**config.mk**
```make
export PLATFORM = sky130hd
export DESIGN_NAME = row_mse_loss_and_gradient_core
export DESIGN_NICKNAME = d
export VERILOG_FILES = /design/src/hw/rtl/rmse_pkg.sv /design/src/hw/rtl/rmse_div.sv /design/src/hw/rtl/row_mse_loss_and_gradient_core.sv
export SDC_FILE = /design/constraint.sdc
export NUM_CORES = 1
export LEC_CHECK = 0
export BUFFER_PORTS_ARGS = -buffer_cell sky130_fd_sc_hd__buf_2
export CAP_MARGIN = 20
export CORE_ASPECT_RATIO = 1.1
export CORE_MARGIN = 3
export CORE_UTILIZATION = 37
export CTS_CLUSTER_SIZE = 14
export DETAILED_ROUTE_END_ITERATION = 8
export GPL_TIMING_DRIVEN = 0
export PLACE_DENSITY = 0.54
export SYNTH_ARGS = -nofsm -noshare
export SYNTH_HDL_FRONTEND = slang
export SYNTH_SLANG_ARGS = --single-unit
```
**constraint.sdc**
```tcl
create_clock -name clk -period 9.4 [get_ports clk]
set_input_delay 1.41 -clock clk [delete_from_list [all_inputs] [get_ports clk]]
set_output_delay 1.41 -clock clk [all_outputs]
set_load 0.02 [all_outputs]
```
**src/hw/rtl/rmse_pkg.sv**
```systemverilog
// shared types and constants for the row mse loss and gradient core
// no dependencies; imported by rmse_div and row_mse_loss_and_gradient_core

package rmse_pkg;

  // fixed field widths
  localparam int DATA_WIDTH = 16;
  localparam int ROW_LEN_W  = 11;
  localparam int LOSS_W     = 32;
  localparam int SUM_W      = 44;
  localparam int PROD_W     = 32;

  // divider sequencing, one quotient bit per step
  localparam int DIV_STEPS = SUM_W;
  localparam int DIV_CNT_W = $clog2(DIV_STEPS);

  // request codes
  localparam logic FUNC_FWD = 1'b0;
  localparam logic FUNC_BWD = 1'b1;

  // result codes
  localparam logic KIND_LOSS = 1'b0;
  localparam logic KIND_GRAD = 1'b1;

  typedef struct packed {
    logic busy;
    logic done;
  } div_status_t;

endpackage

```
**src/hw/rtl/rmse_div.sv**
```systemverilog
// iterative restoring divider, one quotient bit per cycle
// depends on rmse_pkg; used by row_mse_loss_and_gradient_core

module rmse_div import rmse_pkg::*; #(
  parameter int LEN_W = 11
) (
  input  logic             clk,
  input  logic             rst,
  input  logic             start,
  input  logic [SUM_W-1:0] dividend,
  input  logic [LEN_W-1:0] divisor,
  output logic [SUM_W-1:0] quotient,
  output div_status_t      status
);

  logic [SUM_W-1:0]     quo;
  logic [LEN_W-1:0]     rem;
  logic [LEN_W-1:0]     dsr;
  logic [DIV_CNT_W-1:0] cnt;
  logic                 busy;
  logic                 done;

  logic [LEN_W:0]       trial;
  logic                 ge;
  logic [LEN_W:0]       diff;

  always_comb begin
    trial = {rem, quo[SUM_W-1]};
    ge    = (trial >= {1'b0, dsr});
    diff  = trial - {1'b0, dsr};
  end

  always_ff @(posedge clk) begin
    if (rst) begin
      busy <= 1'b0;
      done <= 1'b0;
      cnt  <= '0;
    end else begin
      done <= 1'b0;
      if (start) begin
        quo  <= dividend;
        rem  <= '0;
        dsr  <= divisor;
        cnt  <= '0;
        busy <= 1'b1;
      end else if (busy) begin
        quo <= {quo[SUM_W-2:0], ge};
        rem <= ge ? diff[LEN_W-1:0] : trial[LEN_W-1:0];
        cnt <= cnt + 1'b1;
        if (cnt == DIV_CNT_W'(DIV_STEPS - 1)) begin
          busy <= 1'b0;
          done <= 1'b1;
        end
      end
    end
  end

  assign quotient    = quo;
  assign status.busy = busy;
  assign status.done = done;

endmodule

```
**src/hw/rtl/row_mse_loss_and_gradient_core.sv**
```systemverilog
// row mse loss and gradient core: top level, sequencer and datapath
// depends on rmse_pkg and rmse_div
//
// channel   dir  handshake            payload
// -------   ---  -------------------  ---------------------------------------------
// in        in   in_valid / in_stall  func, predicted, target, upstream_grad,
//                                     prior_grad
// out       out  out_valid/out_stall  kind, row_loss, element_grad, saturated
// cfg       in   cfg_wr_en            cfg_wr_data (row_length)
//
// one request at a time: in_stall is high from acceptance until the sequencer
// returns to idle
// forward request that is not the last column of a row: accept, multiply,
// accumulate
// last forward column or backward request: accept, multiply, prepare, 44 divide
// steps of the shared divider, done, result
// the result sits in an output register; a stalled result holds the sequencer
// in its result state only if the next result is ready before it is taken
// reset is synchronous: row length goes to 1, column count and square sum to 0

module row_mse_loss_and_gradient_core import rmse_pkg::*; #(
  parameter int MAX_COLS = 1024
) (
  input  logic                         clk,
  input  logic                         rst,
  // request channel
  input  logic                         in_valid,
  output logic                         in_stall,
  input  logic                         func,
  input  logic signed [DATA_WIDTH-1:0] predicted,
  input  logic signed [DATA_WIDTH-1:0] target,
  input  logic signed [DATA_WIDTH-1:0] upstream_grad,
  input  logic signed [DATA_WIDTH-1:0] prior_grad,
  // row length register
  input  logic                         cfg_wr_en,
  input  logic [ROW_LEN_W-1:0]         cfg_wr_data,
  // result channel
  output logic                         out_valid,
  input  logic                         out_stall,
  output logic                         kind,
  output logic [LOSS_W-1:0]            row_loss,
  output logic signed [DATA_WIDTH-1:0] element_grad,
  output logic                         saturated
);

  // largest usable row length: capped by MAX_COLS and by the register width
  localparam int LenMaxReg = (1 << ROW_LEN_W) - 1;
  localparam int EffMax    = (MAX_COLS < LenMaxReg) ? MAX_COLS : LenMaxReg;
  localparam int LEN_W     = (EffMax > 1) ? $clog2(EffMax + 1) : 1;
  localparam int GW        = 28;   // gradient sum width, holds prior + term
  localparam int QG_W      = 26;   // gradient quotient stays below 2**25
  localparam int BW_W      = 34;   // 2*product plus rounding half

  typedef enum logic [2:0] {
    ST_IDLE,
    ST_MUL,
    ST_PREP,
    ST_DIV,
    ST_RESULT
  } state_t;

  state_t state;

  // configuration and row state
  logic [ROW_LEN_W-1:0] row_length;
  logic [LEN_W-1:0]     column_count;
  logic [SUM_W-1:0]     square_sum;

  // captured request
  logic                         func_r;
  logic [DATA_WIDTH-1:0]        op_a;     // |predicted - target|
  logic [DATA_WIDTH-1:0]        op_b;     // same, or |upstream_grad|
  logic                         neg;      // sign of the gradient term
  logic signed [DATA_WIDTH-1:0] prior_r;
  logic [PROD_W-1:0]            prod;

  // request side helpers
  logic                      in_acc;
  logic signed [DATA_WIDTH:0] diff;
  logic [DATA_WIDTH-1:0]     dmag;
  logic [DATA_WIDTH-1:0]     umag;

  // effective row length: zero reads as one, clamp at the max
  logic [LEN_W-1:0] len;

  // accumulate and divide
  logic [SUM_W:0]   sum_add;
  logic [SUM_W-1:0] sum_sat;
  logic [LEN_W:0]   count_inc;
  logic             row_end;
  logic [BW_W-1:0]  bwd_num;
  logic             div_start;
  logic [SUM_W-1:0] div_dividend;
  logic [SUM_W-1:0] quotient;
  div_status_t      div_stat;

  // result formation
  logic                  fwd_sat;
  logic [LOSS_W-1:0]     loss_val;
  logic [QG_W-1:0]       qg;
  logic signed [GW-1:0]  term;
  logic signed [GW-1:0]  gsum;
  logic                  grad_sat;
  logic [DATA_WIDTH-1:0] grad_val;
  logic                  out_free;

  assign in_stall = (state != ST_IDLE);
  assign in_acc   = in_valid && !in_stall;
  assign out_free = !out_valid || !out_stall;

  always_comb begin
    diff = {predicted[DATA_WIDTH-1], predicted} - {target[DATA_WIDTH-1], target};
    dmag = diff[DATA_WIDTH] ? DATA_WIDTH'(-diff) : diff[DATA_WIDTH-1:0];
    umag = upstream_grad[DATA_WIDTH-1] ? DATA_WIDTH'(-upstream_grad)
                                       : DATA_WIDTH'(upstream_grad);
  end

  always_comb begin
    if (row_length == '0) begin
      len = LEN_W'(1);
    end else if (row_length > ROW_LEN_W'(EffMax)) begin
      len = LEN_W'(EffMax);
    end else begin
      len = LEN_W'(row_length);
    end
  end

  // forward accumulate with sticky saturation, backward rounding numerator
  always_comb begin
    sum_add      = {1'b0, square_sum} + (SUM_W + 1)'(prod);
    sum_sat      = sum_add[SUM_W] ? {SUM_W{1'b1}} : sum_add[SUM_W-1:0];
    count_inc    = {1'b0, column_count} + 1'b1;
    row_end      = (count_inc >= {1'b0, len});
    // floor(x / (256*len)) == floor(floor(x / 256) / len)
    bwd_num      = {1'b0, prod, 1'b0} + (BW_W'(len) << 7);
    div_start    = (state == ST_PREP) && ((func_r == FUNC_BWD) || row_end);
    div_dividend = (func_r == FUNC_BWD) ? SUM_W'(bwd_num[BW_W-1:8]) : sum_sat;
  end

  rmse_div #(
    .LEN_W (LEN_W)
  ) u_div (
    .clk      (clk),
    .rst      (rst),
    .start    (div_start),
    .dividend (div_dividend),
    .divisor  (len),
    .quotient (quotient),
    .status   (div_stat)
  );

  always_comb begin
    fwd_sat  = |quotient[SUM_W-1:LOSS_W];
    loss_val = fwd_sat ? {LOSS_W{1'b1}} : quotient[LOSS_W-1:0];
    qg       = quotient[QG_W-1:0];
    term     = neg ? -$signed(GW'(qg)) : $signed(GW'(qg));
    gsum     = GW'(prior_r) + term;
    // out of range when the bits above the sign do not all match it
    grad_sat = (gsum[GW-1:DATA_WIDTH-1] != '0) && (gsum[GW-1:DATA_WIDTH-1] != '1);
    if (!grad_sat) begin
      grad_val = gsum[DATA_WIDTH-1:0];
    end else if (gsum[GW-1]) begin
      grad_val = {1'b1, {(DATA_WIDTH - 1){1'b0}}};
    end else begin
      grad_val = {1'b0, {(DATA_WIDTH - 1){1'b1}}};
    end
  end

  always_ff @(posedge clk) begin
    if (rst) begin
      state        <= ST_IDLE;
      row_length   <= ROW_LEN_W'(1);
      column_count <= '0;
      square_sum   <= '0;
      out_valid    <= 1'b0;
    end else begin
      if (cfg_wr_en) begin
        row_length <= cfg_wr_data;
      end
      // the result state reloads the output register itself
      if (out_valid && !out_stall && (state != ST_RESULT)) begin
        out_valid <= 1'b0;
      end
      case (state)
        ST_IDLE: begin
          if (in_acc) begin
            func_r  <= func;
            op_a    <= dmag;
            op_b    <= (func == FUNC_BWD) ? umag : dmag;
            neg     <= upstream_grad[DATA_WIDTH-1] ^ diff[DATA_WIDTH];
            prior_r <= prior_grad;
            state   <= ST_MUL;
          end
        end
        ST_MUL: begin
          prod  <= PROD_W'(op_a * op_b);
          state <= ST_PREP;
        end
        ST_PREP: begin
          if (func_r == FUNC_BWD) begin
            state <= ST_DIV;
          end else if (row_end) begin
            // divider took the final sum; start the next row clean
            column_count <= '0;
            square_sum   <= '0;
            state        <= ST_DIV;
          end else begin
            column_count <= count_inc[LEN_W-1:0];
            square_sum   <= sum_sat;
            state        <= ST_IDLE;
          end
        end
        ST_DIV: begin
          if (div_stat.done) begin
            state <= ST_RESULT;
          end
        end
        ST_RESULT: begin
          if (out_free) begin
            out_valid <= 1'b1;
            if (func_r == FUNC_BWD) begin
              kind         <= KIND_GRAD;
              row_loss     <= '0;
              element_grad <= grad_val;
              saturated    <= grad_sat;
            end else begin
              kind         <= KIND_LOSS;
              row_loss     <= loss_val;
              element_grad <= '0;
              saturated    <= fwd_sat;
            end
            state <= ST_IDLE;
          end
        end
        default: begin
          state <= ST_IDLE;
        end
      endcase
    end
  end

`ifndef SYNTH
  // the divider is never restarted while it is still iterating
  a_div_start_idle: assert property (@(posedge clk) disable iff (rst)
    div_start |-> !div_stat.busy)
    else $error("divider started while busy");

  // a new result only ever comes out of the result state
  a_out_from_result: assert property (@(posedge clk) disable iff (rst)
    $rose(out_valid) |-> $past(state) == ST_RESULT)
    else $error("result presented outside result state");

  // the field that does not belong to the result kind reads zero
  a_unused_field_zero: assert property (@(posedge clk) disable iff (rst)
    out_valid |-> ((kind == KIND_LOSS) && (element_grad == '0)) ||
                  ((kind == KIND_GRAD) && (row_loss == '0)))
    else $error("unused result field not zero");
`endif

endmodule
```
Word-level counts from Yosys, hierarchy flattened --
Cells that the tools add are included.
Word-level totals: register bits 276, bits in latches 0, bits in writable memories 0, memory bits (read-only) 0, input bits 81, output and inout bits 52, word-level logic and storage cells 106, memories 0
Cells by class: add/subtract/negate cells 10, multipliers 1, divide/modulo/power cells 0, $lt $le $gt $ge 3, eq/ne operators 10, shift-type cells 0, mux-type cells 32, bitwise logic cells 4, reductions and logical operators 25
Operator list (count):
- $mux 44 | 5
- $mux 16 | 5
- $mux 11 | 5
- $add 44x32->45 | 1
- $add 33x18->34 | 1
- $mul 16x16->32 | 1
- $mux 32 | 1
- $neg 16->16 | 2
- $add 16x28->28 | 1
- $mux 28 | 1
- $neg 26->28 | 1
- $ge 12x11->1 | 2
- $sub 16x16->17 | 1
- $pmux 3 s5 | 1
- $ne 13x13->1 const B | 1
- $reduce_bool 13->1 | 1
- $add 11x1->12 const B | 1
- $reduce_or 12->1 | 1
- $gt 11x11->1 const B | 1
- $logic_not 11->1 | 1
- $sub 11x11->11 | 1
- $mux 1 | 9
- $mux 3 | 3
- $reduce_and 3->1 | 3
- 20 further kinds | 35

Longest topological paths before layout --
Gate-level depths: netlist of run 1.
word-level depth 8, gate-level depth with buffers 24, depth with buffers taken out 23

Hierarchy --
Synthesis of run 1 repeated with hierarchy kept, for this count alone.
Second synthesis, totals: cell total of the unflattened synthesis 2878, area total of the unflattened synthesis 26391.6 µm²
Modules (own cells, without submodules):
- row_mse_loss_and_gradient_core | times used 1, cells an instance 2620, area an instance 22798.1 µm², seq. area each 5365.1 µm²
- rmse_div | times used 1, cells an instance 258, area an instance 3593.4 µm², seq. area each 2142.1 µm²

Worst setup path after synthesis of run 1 --
No wires, ideal clock.
kind register to register, from register op_a[5], to register prod[30] (data pin), library setup time 0.262 ns, arrival time 6.112 ns, setup slack 3.025 ns, stages on the path, launching flop included 23, path buffers 1, clock period less this slack 6.375 ns, path through edfxtp_1 -> clkbuf_1 -> and2_1 -> fa_1 -> inv_1 -> fa_1 -> fa_1 -> fa_1 -> inv_1 -> fa_1 -> inv_1 -> fa_1 -> inv_1 -> ha_1 -> nand2_1 -> nor3_1 -> a2111oi_0 -> nor3_1 -> a31oi_1 -> a31oi_1 -> a221o_1 -> mux2i_1 -> nand3_1
On the way: cells in the longest elaborated chain, start to end 1
Ends and longest elaborated chain:
- from (decl) | RTL line row_mse_loss_and_gradient_core.sv:71 | logic [DATA_WIDTH-1:0] op_a;
- from (signal assigned) | RTL line row_mse_loss_and_gradient_core.sv:188 | op_a <= dmag;
- $mul 16x16->32 | RTL line row_mse_loss_and_gradient_core.sv:196 | prod <= PROD_W'(op_a * op_b);
- to (signal assigned) | RTL line row_mse_loss_and_gradient_core.sv:196
- to (decl) | RTL line row_mse_loss_and_gradient_core.sv:75 | logic [PROD_W-1:0] prod;
Every way passes these cells. A chain may end at the register's enable or synchronous reset.

Worst setup path in the final report of run 1 --
from register op_a[8], to register prod[30] (data pin)
The elaborated chain is that of the path after synthesis.

==> results.py, run 1 <==
metrics = {
    "outcome": {
        "status": "complete, no violations",
    },
    "setup_path": {
        "endpoint_kind": "flop",
        "cp-startpoint": "op_a[8]",
        "path_class": "reg -> reg",
        "rrSetupSlack_ns": 1.74,
        "r2r_cells": 21,
        "r2r-start": "op_a[8]",
        "cp-start-kind": "flop",
        "r2r-end": "prod[30]",
        "critPathRequiredTime_ns": 9.66,
        "worstSetupEndpoint": "prod[30]",
        "crit_arrival_ns": 7.92,
        "crit_fanout": 10,
    },
    "floorplan": {
        "rows": 102,
        "ioPinCount": 133,
        "fp.dieW_um": 261.3,
        "dieHeight_um": 286.8,
        "core_mm2": 0.07070,
        "start_util_pct": 37.51,
        "die_area_mm2": 0.07492,
    },
    "logic_synthesis": {
        "synth_edf_count": 198,
        "synthArstFlopShare_pct": 0,
        "ys_seq_area_share_pct": 28.31,
        "yosysUniqueCellTypes": 90,
        "syn_inst": 2947,
        "yosys.cell_count.top_type": "nand2_1",
        "netlist_area_mm2": 0.02652,
        "yosys_most_used_dff": "edfxtp_1",
        "yosysWarningCount": 0,
        "postSynthAreaPerCell_um2": 8.998,
        "yosys_register_bits": 276,
        "yosys.area.top_type_share_pct": 22.42,
        "synth_common_cells": "nand2_1, inv_1, ha_1",
        "synth_top_cell_by_area": "edfxtp_1",
        "synth_nets": 3443,
        "synthTopCellsByArea": "edfxtp_1, fa_1, ha_1",
    },
    "global_route": {
        "grt-ovfl-total": 0,
        "grt_max_degree": 42,
        "grt.total_usage_pct": 20.99,
        "grt_pass1_vias": 22510,
        "antenna_found_initial": 0,
        "grt_pass1_wl_um": 124100,
    },
    "sta": {
        "rsz0062_at_grt": "false",
        "finClkSkew_ns": 0.02922,
        "hold_viol_final": 0,
        "fin_crit_sh_pct": 81.45,
        "fmax_mhz": 130.6,
        "setup_tns_ns": 0,
        "fin_hold_ws_ns": 0.4437,
        "tightest_slew_ns": 1.076,
        "finalCriticalPeriod_ns": 7.657,
        "slew_headroom_pct": 27.99,
        "drv_slew": 0,
        "setup_violations": 0,
    },
    "drt": {
        "antenna_left": 0,
        "wl_met1_um": 33380,
        "drt_iter0_drc": 1236,
        "vias": 21820,
        "wl_met3_um": 3724,
        "via_per_inst": 5.346,
        "detail_route.wl_per_cell_um": 19.32,
        "drc": 0,
        "wl_met2_um": 38730,
        "wirelength_um": 78880,
        "drt_pass1_iterations": 7,
        "routed.top_layer": "met4",
    },
    "run": {
        "maxCapViolCount": 0,
    },
    "pwr": {
        "combinationalPowerShare_pct": 69.0,
        "swShare_pct": 46.33,
        "pwr-share-clk_pct": 13.2,
        "p_leak_nw": 12.67,
        "switching_power_w": 0.005011,
        "p_seq_share_pct": 17.8,
        "p_per_area_mw_per_mm2": 364.9,
        "irDropWorstVdd_v": 0.0004134,
        "p_int_w": 0.005805,
        "p_total_w": 0.01082,
    },
    "cts": {
        "cts_tree": "yes",
        "root_buffer": "clkbuf_16",
        "cts_buffer_depth": 3,
        "clock_sink_count": 276,
        "htreeDepth": 2,
        "numCtsBuffers": 35,
        "path_clk_slew_ns": 0.06,
        "ctsHoldBuffers": 0,
        "clk_latency_ns": 0.55,
        "postCtsSetupBuffers": 0,
        "cts_resized": 0,
    },
    "placement": {
        "gp_routability_congestion": 0.9350,
        "hpwl_um": 63840,
        "placed_cells": 4018,
        "io_buffers": 132,
    },
    "layout": {
        "fill_cells": 7088,
        "final_nets": 3615,
        "syn2layout_area_growth_pct": 11.79,
        "fin_cells": 4082,
        "utilization_pct": 41.93,
        "antenna_cells": 0,
        "layout-drive-gt1-share_pct": 8.074,
    },
    "min_path": {
        "min_path_type": "reg -> reg",
    },
}
[area by class of cell]
class                   instances  area, um^2  share of cell area, %
flip-flops and latches        276        7507                  25.33
well taps                     936        1171                  3.951
inverters                     318        1194                  4.027
clock inverters                13       195.2                 0.6585
clock buffers                  51        1027                  3.465
repair buffers                135       720.7                  2.431
plain buffers                 123       484.2                  1.633
multi-input cells            2230       17340                  58.51
[registers in the layout (all words and copies together), names as in the netlist, 16 cells and up]
name and flops:
square_sum 44, row_loss 32, op_b 16, op_a 16, prior_r 16, prod 32, element_grad 16, u_div.quotient 44
[power groups by stage]
stage | Sequential, W | Clock, W | Combinational (W)
floorplan | 0.00186 | 0 | 0.00593
global placement | 0.00195 | 0 | 0.00737
detailed placement | 0.00195 | 0 | 0.00750
CTS | 0.00192 | 0.00147 | 0.00756
global route | 0.00193 | 0.00152 | 0.00858
finish | 0.00193 | 0.00143 | 0.00746
[how the worst min path moves through the flow]
stage | cells past startpoint | from | slack [ns] | to
final | 2 | square_sum[7] | 0.44 | square_sum[7]
after global routing | 2 | square_sum[19] | 0.46 | square_sum[19]
after CTS | 2 | square_sum[18] | 0.45 | square_sum[18]
after detailed placement | 2 | square_sum[18] | 0.44 | square_sum[18]
after global placement | 2 | square_sum[19] | 0.43 | square_sum[19]
after floorplan | 2 | square_sum[18] | 0.42 | square_sum[18]
[critical path: stages (launching register included)]
cell and delay [ns]:
edfxtp_1 0.56, clkbuf_1 0.58, nand2_1 0.17, fa_1 0.59, fa_1 0.45, fa_1 0.49
fa_1 0.50, inv_1 0.06, fa_1 0.53, inv_1 0.05, fa_1 0.52, inv_1 0.04
ha_1 0.43, nand2_1 0.11, nor3_1 0.26, a2111oi_0 0.14, nor3_1 0.62, a31oi_1 0.33
a31oi_1 0.40, a221o_1 0.27, mux2i_1 0.19, nand3_1 0.10
[per-layer routing]
layer	GRT usage, %	vias to the layer above
met5	0	-
met4	7.666	0
met3	2.740	153
met2	37.23	604
met1	25.97	10570
li1	-	10500
[placed cells by master, fill, tap and decap left out, types with 13 or more instances in the layout]
cell type,n
a211oi_1,24
a21o_1,43
a21oi_1,175
a31oi_1,16
and2_1,134
and3_1,20
buf_2,137
clkbuf_1,112
clkbuf_16,36
dfxtp_1,78
edfxtp_1,198
fa_1,199
ha_1,216
inv_1,317
mux2_2,15
mux2i_1,20
nand2_1,360
nand2b_1,23
nand3_1,51
nand4_1,34
nor2_1,201
nor2b_1,18
nor3_1,63
nor4_1,16
o211ai_1,13
o21a_1,31
o21ai_0,158
o31ai_1,24
or3_1,17
xnor2_1,112
xor2_1,59
[metrics by stage]
stage / setup slack (ns) / instance area, um^2
floorplan: 3.025 / 26520
global placement: 1.577 / 28350
detailed placement: 1.710 / 28420
CTS: 1.667 / 29640
global route: 1.252 / 29640
finish: 1.743 / 29640
[logic make-up (layout without fill, tap and decap cells)]
kind of cell | count (synthesis) | in the layout | share of synthesized area, %
adders and majority gates | 415 | 415 | 25.21
xor gates and xnor gates | 171 | 171 | 5.648
and+or+nand+nor | 998 | 998 | 18.07
AOI/OAI and AO/OA | 611 | 611 | 15.04
muxes | 35 | 35 | 1.392
DFF | 276 | 276 | 28.31
buffers and inverters | 441 | 640 | 6.327
(Power assumes the default switching activity.)
==> run 2, diff against run 1 <==
--- a/config.mk
+++ b/config.mk
@@ -13,7 +13,7 @@
 export CTS_CLUSTER_SIZE = 14
 export DETAILED_ROUTE_END_ITERATION = 8
 export GPL_TIMING_DRIVEN = 0
-export PLACE_DENSITY = 0.54
+export PLACE_DENSITY = 0.56
 export SYNTH_ARGS = -nofsm -noshare
 export SYNTH_HDL_FRONTEND = slang
 export SYNTH_SLANG_ARGS = --single-unit
==> constraint.sdc (replaced) <==
create_clock -name clk -period 7 [get_ports clk]
set_input_delay 1.05 -clock clk [delete_from_list [all_inputs] [get_ports clk]]
set_output_delay 1.05 -clock clk [all_outputs]
set_load 0.02 [all_outputs]
==> results.py, run 2 (synthesis results as in run 1) <==
metrics = {
    "outcome": {
        "status": "complete, no violations",
    },
    "global_route": {
        "antenna_found_initial": 0,
        "grt_max_degree": 38,
        "grt_pass1_vias": 21200,
        "grt_pass1_wl_um": 117900,
        "grt-ovfl-total": 0,
        "grt.total_usage_pct": 19.89,
    },
    "floorplan": {
        "fp.dieW_um": 261.3,
        "core_mm2": 0.07070,
        "start_util_pct": 37.51,
        "die_area_mm2": 0.07492,
        "rows": 102,
        "dieHeight_um": 286.8,
        "ioPinCount": 133,
    },
    "cts": {
        "cts_tree": "yes",
        "numCtsBuffers": 35,
        "clk_latency_ns": 0.57,
        "root_buffer": "clkbuf_16",
        "path_clk_slew_ns": 0.06,
        "cts_buffer_depth": 3,
        "htreeDepth": 2,
        "clock_sink_count": 276,
    },
    "pwr": {
        "p_per_area_mw_per_mm2": 503.3,
        "irDropWorstVdd_v": 0.0006655,
        "p_leak_nw": 12.86,
        "p_total_w": 0.01507,
    },
    "placement": {
        "hpwl_um": 60370,
        "placed_area_mm2": 0.02845,
        "gp_routability_congestion": 0.9187,
        "io_buffers": 132,
    },
    "setup_path": {
        "cp-start-kind": "flop",
        "crit_slowest_cell": "fa_1",
        "cp_top_family": "adder cells",
        "endpoint_kind": "flop",
        "path_class": "reg -> reg",
        "crit_arrival_ns": 7.09,
        "critical_path_buf_inv_count": 5,
        "crit_fanout": 10,
        "crit_chain": "buf_4 > and2_1 > fa_1 > inv_1 > fa_1 > fa_1 > fa_1 > inv_1 > fa_1 > inv_1 > fa_1 > inv_1 > ha_1 > a211oi_2 > nor3b_1 > o41ai_2 > o221ai_2 > a41oi_2 > o211ai_1 > o21a_1 > o21a_1 > o311ai_2",
        "slowest_delay_ns": 0.55,
        "crit_path_frequent_cell": "fa_1",
        "critPathRequiredTime_ns": 7.36,
    },
    "layout": {
        "final_cell_mix": "nand2_1, inv_1, ha_1, nor2_1, fa_1",
        "antenna_cells": 0,
        "final_nets": 3645,
        "layout_commonest_cell": "nand2_1",
        "utilization_pct": 42.33,
        "multi_input_area_mm2": 0.01742,
        "fin_area_mm2": 0.02993,
        "layout-drive-gt1-share_pct": 10.24,
        "seq_area_mm2": 0.007507,
        "syn2layout_area_growth_pct": 12.87,
        "fill_cells": 7155,
    },
    "sta": {
        "fmax_mhz": 148.5,
        "slew_headroom_pct": 33.57,
        "finClkSkew_ns": 0.04435,
        "drv_slew": 0,
        "tightest_slew_ns": 0.9861,
        "fin_crit_sh_pct": 96.21,
        "setup_violations": 0,
        "finalCriticalPeriod_ns": 6.735,
        "hold_viol_final": 0,
    },
    "drt": {
        "drc": 0,
        "wirelength_um": 74600,
        "detail_route.wl_per_cell_um": 18.15,
        "vias": 21540,
        "drt_iter0_drc": 1222,
        "via_per_inst": 5.240,
        "antenna_left": 0,
        "drt_pass1_iterations": 5,
    },
    "run": {
        "maxCapViolCount": 0,
    },
    "min_path": {
        "min_path_type": "reg -> reg",
    },
}
==> run 2: power by group <==
part           internal, W  total (W)  switching (W)
Sequential         0.00239    0.00257       0.000182
Combinational      0.00456     0.0107        0.00615
Clock              0.00101    0.00178       0.000776
==> run 2: repair_timing <==
action / in CTS / in global routing
hold buffers: 0 / 0
pin swaps: 1 / 5
setup buffers: 3 / 26
gates resized for setup: 24 / 53
gates cloned: 0 / 0
endpoints found under the setup margin: 8 / 6
==> run 2: tightest hold or removal path, delay by kind of cell, from the launching register on <==
| family | cells | cell delay, ns |
|---|---|---|
| flops | 1 | 0.32 |
| simple gates | 2 | 0.09 |
==> run 2: metrics by stage <==
stage          std cells  setup slack [ns]  TNS (ns)  hold WS, ns
2_1_floorplan       2947            0.6252         0       0.4223
3_3_place_gp        4015           -0.9002    -51.99       0.4347
3_5_place_dp        4019           -0.6267    -2.637       0.4402
4_1_cts             4085         0.0004570         0       0.4491
5_1_grt             4111          -0.01713  -0.02995       0.4669
6_report            4111            0.2655         0       0.4530
==> run 2: path summary, 6_finish.rpt <==
check | depth (start not counted) | slack [ns] | from | to
setup reg to reg | 22 | 0.27 | op_a[5] | prod[29]
hold reg to reg | 2 | 0.45 | square_sum[25] | square_sum[25]
setup / recovery | 22 | 0.27 | op_a[5] | prod[29]
hold / removal | 2 | 0.45 | square_sum[25] | square_sum[25]
==> run 2: area by class of cell <==
class	count	share of cell area [%]
Multi-Input combinational cell	2230	58.21
Clock buffer	39	3.081
Tap cell	936	3.913
Clock inverter	24	0.7023
Inverter	318	3.988
Sequential cell	276	25.08
Buffer	123	1.802
Timing Repair Buffer	165	3.227
==> run 2: layer usage <==
metal  GRT usage [%]  up-vias  part of all wire [%]
met1           25.61    10380                    43
met2           35.00      488                    50
met3           2.194      102                   4.3
met4           6.030        0                   3.0
li1                -    10570                     -
met5               0        -                     0
